===== src/rtl/bvot_pkg.sv =====
// Shared types and constants for the bounding volume overlap test.
package bvot_pkg;

  localparam int FIELD_BITS = 32;
  localparam int NUM_COORDS = 6;
  localparam int CFG_ADDR_BITS = 3;

  typedef enum logic [1:0] {
    KIND_BOX    = 2'd0,
    KIND_SPHERE = 2'd1,
    KIND_POINT  = 2'd2,
    KIND_BAD    = 2'd3
  } kind_t;

  localparam logic [CFG_ADDR_BITS-1:0] REG_KIND     = 3'd0;
  localparam logic [CFG_ADDR_BITS-1:0] REG_FIRST_X  = 3'd1;
  localparam logic [CFG_ADDR_BITS-1:0] REG_SECOND_Z = 3'd6;

  typedef struct packed {
    logic simple_hit;
    logic use_dist;
    logic bad;
  } ctl_t;

endpackage


===== src/rtl/bvot_prep.sv =====
// Front stage: pair decode, box tests, clamp and radius select.
module bvot_prep #(
  parameter int COORD_BITS = 32
) (
  input  logic                                            clk,
  input  logic                                            rst_n,
  input  logic                                            en,
  input  logic                                            in_valid,
  input  bvot_pkg::kind_t                                 q_kind,
  input  logic [bvot_pkg::NUM_COORDS-1:0][bvot_pkg::FIELD_BITS-1:0] q_raw,
  input  bvot_pkg::kind_t                                 o_kind,
  input  logic [bvot_pkg::NUM_COORDS-1:0][bvot_pkg::FIELD_BITS-1:0] o_raw,
  output logic                                            v_r,
  output bvot_pkg::ctl_t                                  ctl_r,
  output logic [2:0][COORD_BITS-1:0]                      u_r,
  output logic [2:0][COORD_BITS-1:0]                      p_r,
  output logic [COORD_BITS:0]                             rad_r
);
  import bvot_pkg::*;

  localparam int CW = COORD_BITS;

  logic [NUM_COORDS-1:0][CW-1:0] qc;
  logic [NUM_COORDS-1:0][CW-1:0] oc;
  logic [2:0][CW-1:0] bmin, bmax, pt, clamped, near;
  logic [2:0][CW-1:0] u_nxt, p_nxt;
  logic [CW:0] rad_nxt;
  logic [CW:0] qr, orad;
  logic box_is_q, in_box, bb_ovl, eq;
  ctl_t ctl_nxt;

  for (genvar g = 0; g < NUM_COORDS; g++) begin : g_ext
    if (CW <= FIELD_BITS) begin : g_trunc
      assign qc[g] = q_raw[g][CW-1:0];
      assign oc[g] = o_raw[g][CW-1:0];
    end else begin : g_zext
      assign qc[g] = {{(CW-FIELD_BITS){1'b0}}, q_raw[g]};
      assign oc[g] = {{(CW-FIELD_BITS){1'b0}}, o_raw[g]};
    end
  end

  assign qr   = {qc[3][CW-1], qc[3]};
  assign orad = {oc[3][CW-1], oc[3]};

  always_comb begin
    box_is_q = (q_kind == KIND_BOX);
    in_box = 1'b1;
    bb_ovl = 1'b1;
    eq = 1'b1;
    for (int i = 0; i < 3; i++) begin
      bmin[i] = box_is_q ? qc[i] : oc[i];
      bmax[i] = box_is_q ? qc[3+i] : oc[3+i];
      pt[i]   = box_is_q ? oc[i] : qc[i];
      in_box = in_box && ($signed(pt[i]) >= $signed(bmin[i]))
                      && ($signed(pt[i]) <= $signed(bmax[i]));
      clamped[i] = ($signed(pt[i]) < $signed(bmax[i])) ? pt[i] : bmax[i];
      near[i] = ($signed(clamped[i]) > $signed(bmin[i])) ? clamped[i] : bmin[i];
      bb_ovl = bb_ovl && ($signed(qc[i]) <= $signed(oc[3+i]))
                      && ($signed(qc[3+i]) >= $signed(oc[i]));
      eq = eq && (qc[i] == oc[i]);
    end

    ctl_nxt.simple_hit = 1'b0;
    ctl_nxt.use_dist   = 1'b0;
    ctl_nxt.bad        = (o_kind == KIND_BAD);
    u_nxt   = qc[2:0];
    p_nxt   = oc[2:0];
    rad_nxt = qr;

    case (q_kind)
      KIND_BOX: begin
        case (o_kind)
          KIND_BOX:    ctl_nxt.simple_hit = bb_ovl;
          KIND_SPHERE: begin
            ctl_nxt.use_dist = 1'b1;
            u_nxt = pt;
            p_nxt = near;
            rad_nxt = orad;
          end
          KIND_POINT:  ctl_nxt.simple_hit = in_box;
          default: ;
        endcase
      end
      KIND_SPHERE: begin
        case (o_kind)
          KIND_BOX: begin
            ctl_nxt.use_dist = 1'b1;
            u_nxt = pt;
            p_nxt = near;
          end
          KIND_SPHERE: begin
            ctl_nxt.use_dist = 1'b1;
            rad_nxt = qr + orad;
          end
          KIND_POINT:  ctl_nxt.use_dist = 1'b1;
          default: ;
        endcase
      end
      KIND_POINT: begin
        case (o_kind)
          KIND_BOX:    ctl_nxt.simple_hit = in_box;
          KIND_SPHERE: begin
            ctl_nxt.use_dist = 1'b1;
            rad_nxt = orad;
          end
          KIND_POINT:  ctl_nxt.simple_hit = eq;
          default: ;
        endcase
      end
      default: ;
    endcase
  end

  always_ff @(posedge clk) begin
    if (!rst_n) begin
      v_r <= 1'b0;
    end else if (en) begin
      v_r <= in_valid;
    end
  end

  always_ff @(posedge clk) begin
    if (en) begin
      ctl_r <= ctl_nxt;
      u_r   <= u_nxt;
      p_r   <= p_nxt;
      rad_r <= rad_nxt;
    end
  end

endmodule


===== config.mk =====
export PLATFORM = sky130hd
export DESIGN_NAME = bvot_prep
export DESIGN_NICKNAME = d
export VERILOG_FILES = /design/src/rtl/bvot_pkg.sv /design/src/rtl/bvot_prep.sv
export SDC_FILE = /design/constraint.sdc
export NUM_CORES = 2
export LEC_CHECK = 0
export ABC_CLOCK_PERIOD_IN_PS = 6900
export BUFFER_PORTS_ARGS = -buffer_cell sky130_fd_sc_hd__buf_2
export CORE_UTILIZATION = 50
export CTS_CLUSTER_DIAMETER = 80
export DETAILED_ROUTE_END_ITERATION = 6
export GPL_ROUTABILITY_DRIVEN = 0
export GPL_TIMING_DRIVEN = 1
export PLACE_DENSITY = 0.77
export SYNTH_ARGS = -nofsm -noshare
export SYNTH_HDL_FRONTEND = slang
export SYNTH_SLANG_ARGS = --single-unit

===== constraint.sdc =====
create_clock -name clk -period 6.9 [get_ports clk]
set_input_delay 1.38 -clock clk [delete_from_list [all_inputs] [get_ports clk]]
set_output_delay 1.38 -clock clk [all_outputs]
set_load 0.01 [all_outputs]

==> impl_metrics.py <==
metrics = {
    "placed_design": {
        "io_buffers": 620,
        "post-dp-hpwl_um": 89700,
    },
    "setup_path": {
        "reg2reg_setup_slack_ps": 6300,
        "critPathMaxStageDelay_ps": 440,
        "ff2ff_path_depth": 2,
        "startpoint": "q_kind[1]",
        "r2r-end": "v_r",
        "crit_family": "compound AO/OA/AOI/OAI gates",
        "crit_path_frequent_cell": "buf_12",
        "slowest_stage": "o311ai_0",
        "cp.required_ps": 7190,
        "r2r-start": "v_r",
        "path_buf_inv": 9,
        "cp.arrival_ps": 7110,
        "cp_max_fo": 40,
        "crit_path_end_kind": "flop",
        "path_depth": 26,
        "worst-setup-path-type": "primary input to flop",
        "cp-endpoint": "p_r[41]",
        "startpoint_type": "primary input",
    },
    "global_route": {
        "grt-ovfl-total": 0,
        "antenna_found_initial": 31,
        "grt_pass1_wl_um": 170000,
        "grt_pass1_vias": 30000,
        "gr-usage-all-layers_pct": 36.4,
        "grt_max_degree": 145,
    },
    "route": {
        "met3_length_um": 12800,
        "vias": 31900,
        "top_layer_used": "met5",
        "drt-pass1-iter-count": 6,
        "dr_wl_met2_um": 50600,
        "drcViolationCount": 0,
        "drt_iter0_markers": 3168,
        "ant_nets": 0,
        "wl_per_cell_um": 21.8,
        "m1WireLength_um": 43500,
        "routed_via_density": 6.12,
        "routed_wl_um": 114000,
    },
    "outcome": {
        "status": "completed",
    },
    "synthesis": {
        "yosys_warnings": 0,
        "ys_seq_area_share_pct": 23.5,
        "synth_ff_type": "edfxtp_1",
        "synth_area_leaders": "edfxtp_1, ha_1, mux2i_1",
        "synth.largest_area_cell": "edfxtp_1",
        "syn_area_per_cell_um2": 8.21,
        "synth-seq-cells": 229,
        "syn_inst": 3564,
        "async_reset_ff_share_pct": 0,
        "yosysUniqueCellTypes": 92,
        "synth_edf_count": 228,
        "synth_top_area_share_pct": 23.4,
        "synth_area_um2": 29300,
        "syn_nets": 4373,
    },
    "floorplan": {
        "start_util_pct": 50.6,
        "rows": 88,
        "core_area_um2": 57800,
        "ios": 621,
        "fp.dieH_um": 244,
        "die-area_um2": 59500,
        "die_x_um": 244,
    },
    "layout": {
        "synthToLayoutAreaGrowth_pct": 26.6,
        "fillers": 4834,
        "nets": 5215,
        "drive_above_1_share_pct": 25.0,
    },
    "pwr": {
        "clkPwrFrac_pct": 27.8,
        "ir_drop_v": 0.000162,
        "p_sw_share_pct": 38.1,
        "p_sw_uw": 2610,
        "p_int_uw": 4240,
        "comb_power_share_pct": 46.3,
        "power_density_nw_per_um2": 185,
        "p_seq_share_pct": 25.9,
        "p_leak_uw": 0.0184,
    },
    "clocking": {
        "clk_path_buf_depth": 3,
        "clock_sinks": 229,
        "path_clk_slew_ps": 60,
        "cts_max_level": 2,
        "cts-root-buf": "clkbuf_16",
        "cts_tree": "done",
        "hold_buffers": 0,
        "clk_latency_ps": 550,
        "cts_buffers": 35,
    },
    "sta": {
        "rsz0062_at_grt": "true",
        "tightest_slew_ps": 1290,
        "setup_tns_ps": 0,
        "slew_headroom_pct": 12.1,
        "final-setup-viol-count": 0,
        "hold_slack_ps": 537,
        "maxSlewViolCount": 0,
        "fmax_mhz": 147,
        "finalHoldViolations": 0,
        "finalCritPeriodShare_pct": 98.8,
        "fin_crit_ps": 6820,
        "skew_ps": 0,
    },
    "run": {
        "drv_cap": 0,
    },
    "min_path": {
        "hold_class": "flop to flop",
    },
}
-- power by group through the flow --
stage	registers, µW	logic (µW)	clock network [µW]
finish	1770	3170	1900
CTS	1770	3070	1920
global route	1780	3430	1980
floorplan	1860	1630	0
global placement	1800	2990	0
detailed placement	1800	3050	0
-- worst register-to-register path, delay by kind of cell, from the launching register on --
kind / cells / cell delay (ps)
flip-flops: 1 / 330
multiplexers: 1 / 70
AND/OR/NAND/NOR: 1 / 140
-- sequential cells by signal (all words and copies together), names as in the netlist --
signal / cells
p_r: 96
u_r: 96
rad_r: 33
ctl_r: 3
v_r: 1
-- how the worst min path moves through the flow --
stage / endpoint / depth (start not counted) / startpoint
finish: v_r / 2 / v_r
global route: v_r / 2 / v_r
CTS: v_r / 2 / v_r
detailed placement: v_r / 2 / v_r
global placement: v_r / 2 / v_r
floorplan: v_r / 2 / v_r
-- per-stage QoR --
| stage | total power [µW] | area (µm²) | setup slack [ps] | util [%] | instances |
|---|---|---|---|---|---|
| finish | 6850 | 37000 | 80.0 | 64.1 | 5219 |
| global route | 7190 | 37000 | -30.6 | 64.1 | 5211 |
| CTS | 6770 | 36800 | 58.4 | 63.7 | 5188 |
| detailed placement | 4850 | 35600 | -651 | 61.7 | 5124 |
| global placement | 4790 | 35600 | -569 | 61.7 | 5124 |
| floorplan | 3480 | 29400 | 3.80 | - | 3564 |
-- synthesized netlist by cell type, types with 8 or more instances --
| cell type | count |
|---|---|
| nor2b_1 | 56 |
| clkbuf_1 | 114 |
| o21bai_1 | 9 |
| maj3_1 | 57 |
| a221oi_1 | 11 |
| nand4_1 | 94 |
| buf_1 | 9 |
| a2111oi_0 | 12 |
| or3_1 | 9 |
| a22oi_1 | 22 |
| o221ai_1 | 38 |
| o211ai_1 | 20 |
| a211oi_1 | 15 |
| o31ai_1 | 14 |
| and3_1 | 29 |
| nand3_1 | 87 |
| buf_2 | 61 |
| edfxtp_1 | 228 |
| o21ai_1 | 8 |
| ha_1 | 416 |
| a21boi_0 | 18 |
| xnor2_1 | 47 |
| nand2b_1 | 56 |
| a221o_1 | 25 |
| nand2_1 | 314 |
| o311ai_0 | 36 |
| a21oi_1 | 283 |
| nor2_1 | 271 |
| mux2i_1 | 244 |
| a31oi_1 | 24 |
| a21o_1 | 114 |
| o22ai_1 | 27 |
| o21a_1 | 14 |
| a31o_2 | 13 |
| xor2_1 | 59 |
| nor4_1 | 20 |
| inv_1 | 329 |
| o21ai_0 | 216 |
| nor3_1 | 31 |
-- placed cells by master (no fill, tap or decap), drive strengths merged, types with 13 or more instances in the layout --
master,instances
maj3,57
a31oi,24
diode,21
a31o,13
a21boi,18
o21ai,225
o211ai,22
inv,333
o311ai,37
ha,416
xor2,59
edfxtp,228
a22oi,22
a211oi,17
nor4,21
o221ai,38
nor3,32
o22ai,28
o21a,14
nor2,272
and3,29
buf,992
clkinv,15
nand3,87
nor2b,56
a221o,25
nand2,314
nand4,94
mux2i,244
nand2b,56
xnor2,47
a21oi,283
a21o,114
clkbuf,38
o31ai,14
-- logic make-up (layout without fill, tap and decap cells) --
| family | Yosys count | in the layout | synth area share, % |
|---|---|---|---|
| buffers and inverters | 518 | 1386 | 6.96 |
| other | 0 | 21 | 0 |
| and+or+nand+nor | 1021 | 1021 | 16.7 |
| AOI/OAI and AO/OA | 967 | 967 | 21.4 |
| adders and majority gates | 474 | 474 | 19.8 |
| muxes | 249 | 250 | 8.54 |
| DFF | 229 | 229 | 23.5 |
| xor gates and xnor gates | 106 | 106 | 3.17 |
-- timing repair --
item                                    4_1_cts  5_1_grt
endpoints found under the setup margin       15       96
buffers inserted                              0        9
pin swaps                                     0        4
cloned                                        0        1
resized for setup                             1       22
-- routing by layer --
metal	up-vias	GRT usage (%)
li1	14900	-
met1	14700	45.2
met2	1887	58.2
met3	420	9.11
met4	22	18.3
met5	-	0
-- final cells by class --
cell class	count	area [µm²]	share of cell area, %
diodes	21	52.6	0.142
flip-flops and latches	229	6870	18.5
multi-input cells	2818	20500	55.3
clock buffers	38	908	2.45
inverters	330	1240	3.34
repair buffers	992	6240	16.8
clock inverters	26	288	0.777
well taps	765	957	2.58
Power figures use the tool's default switching activity.
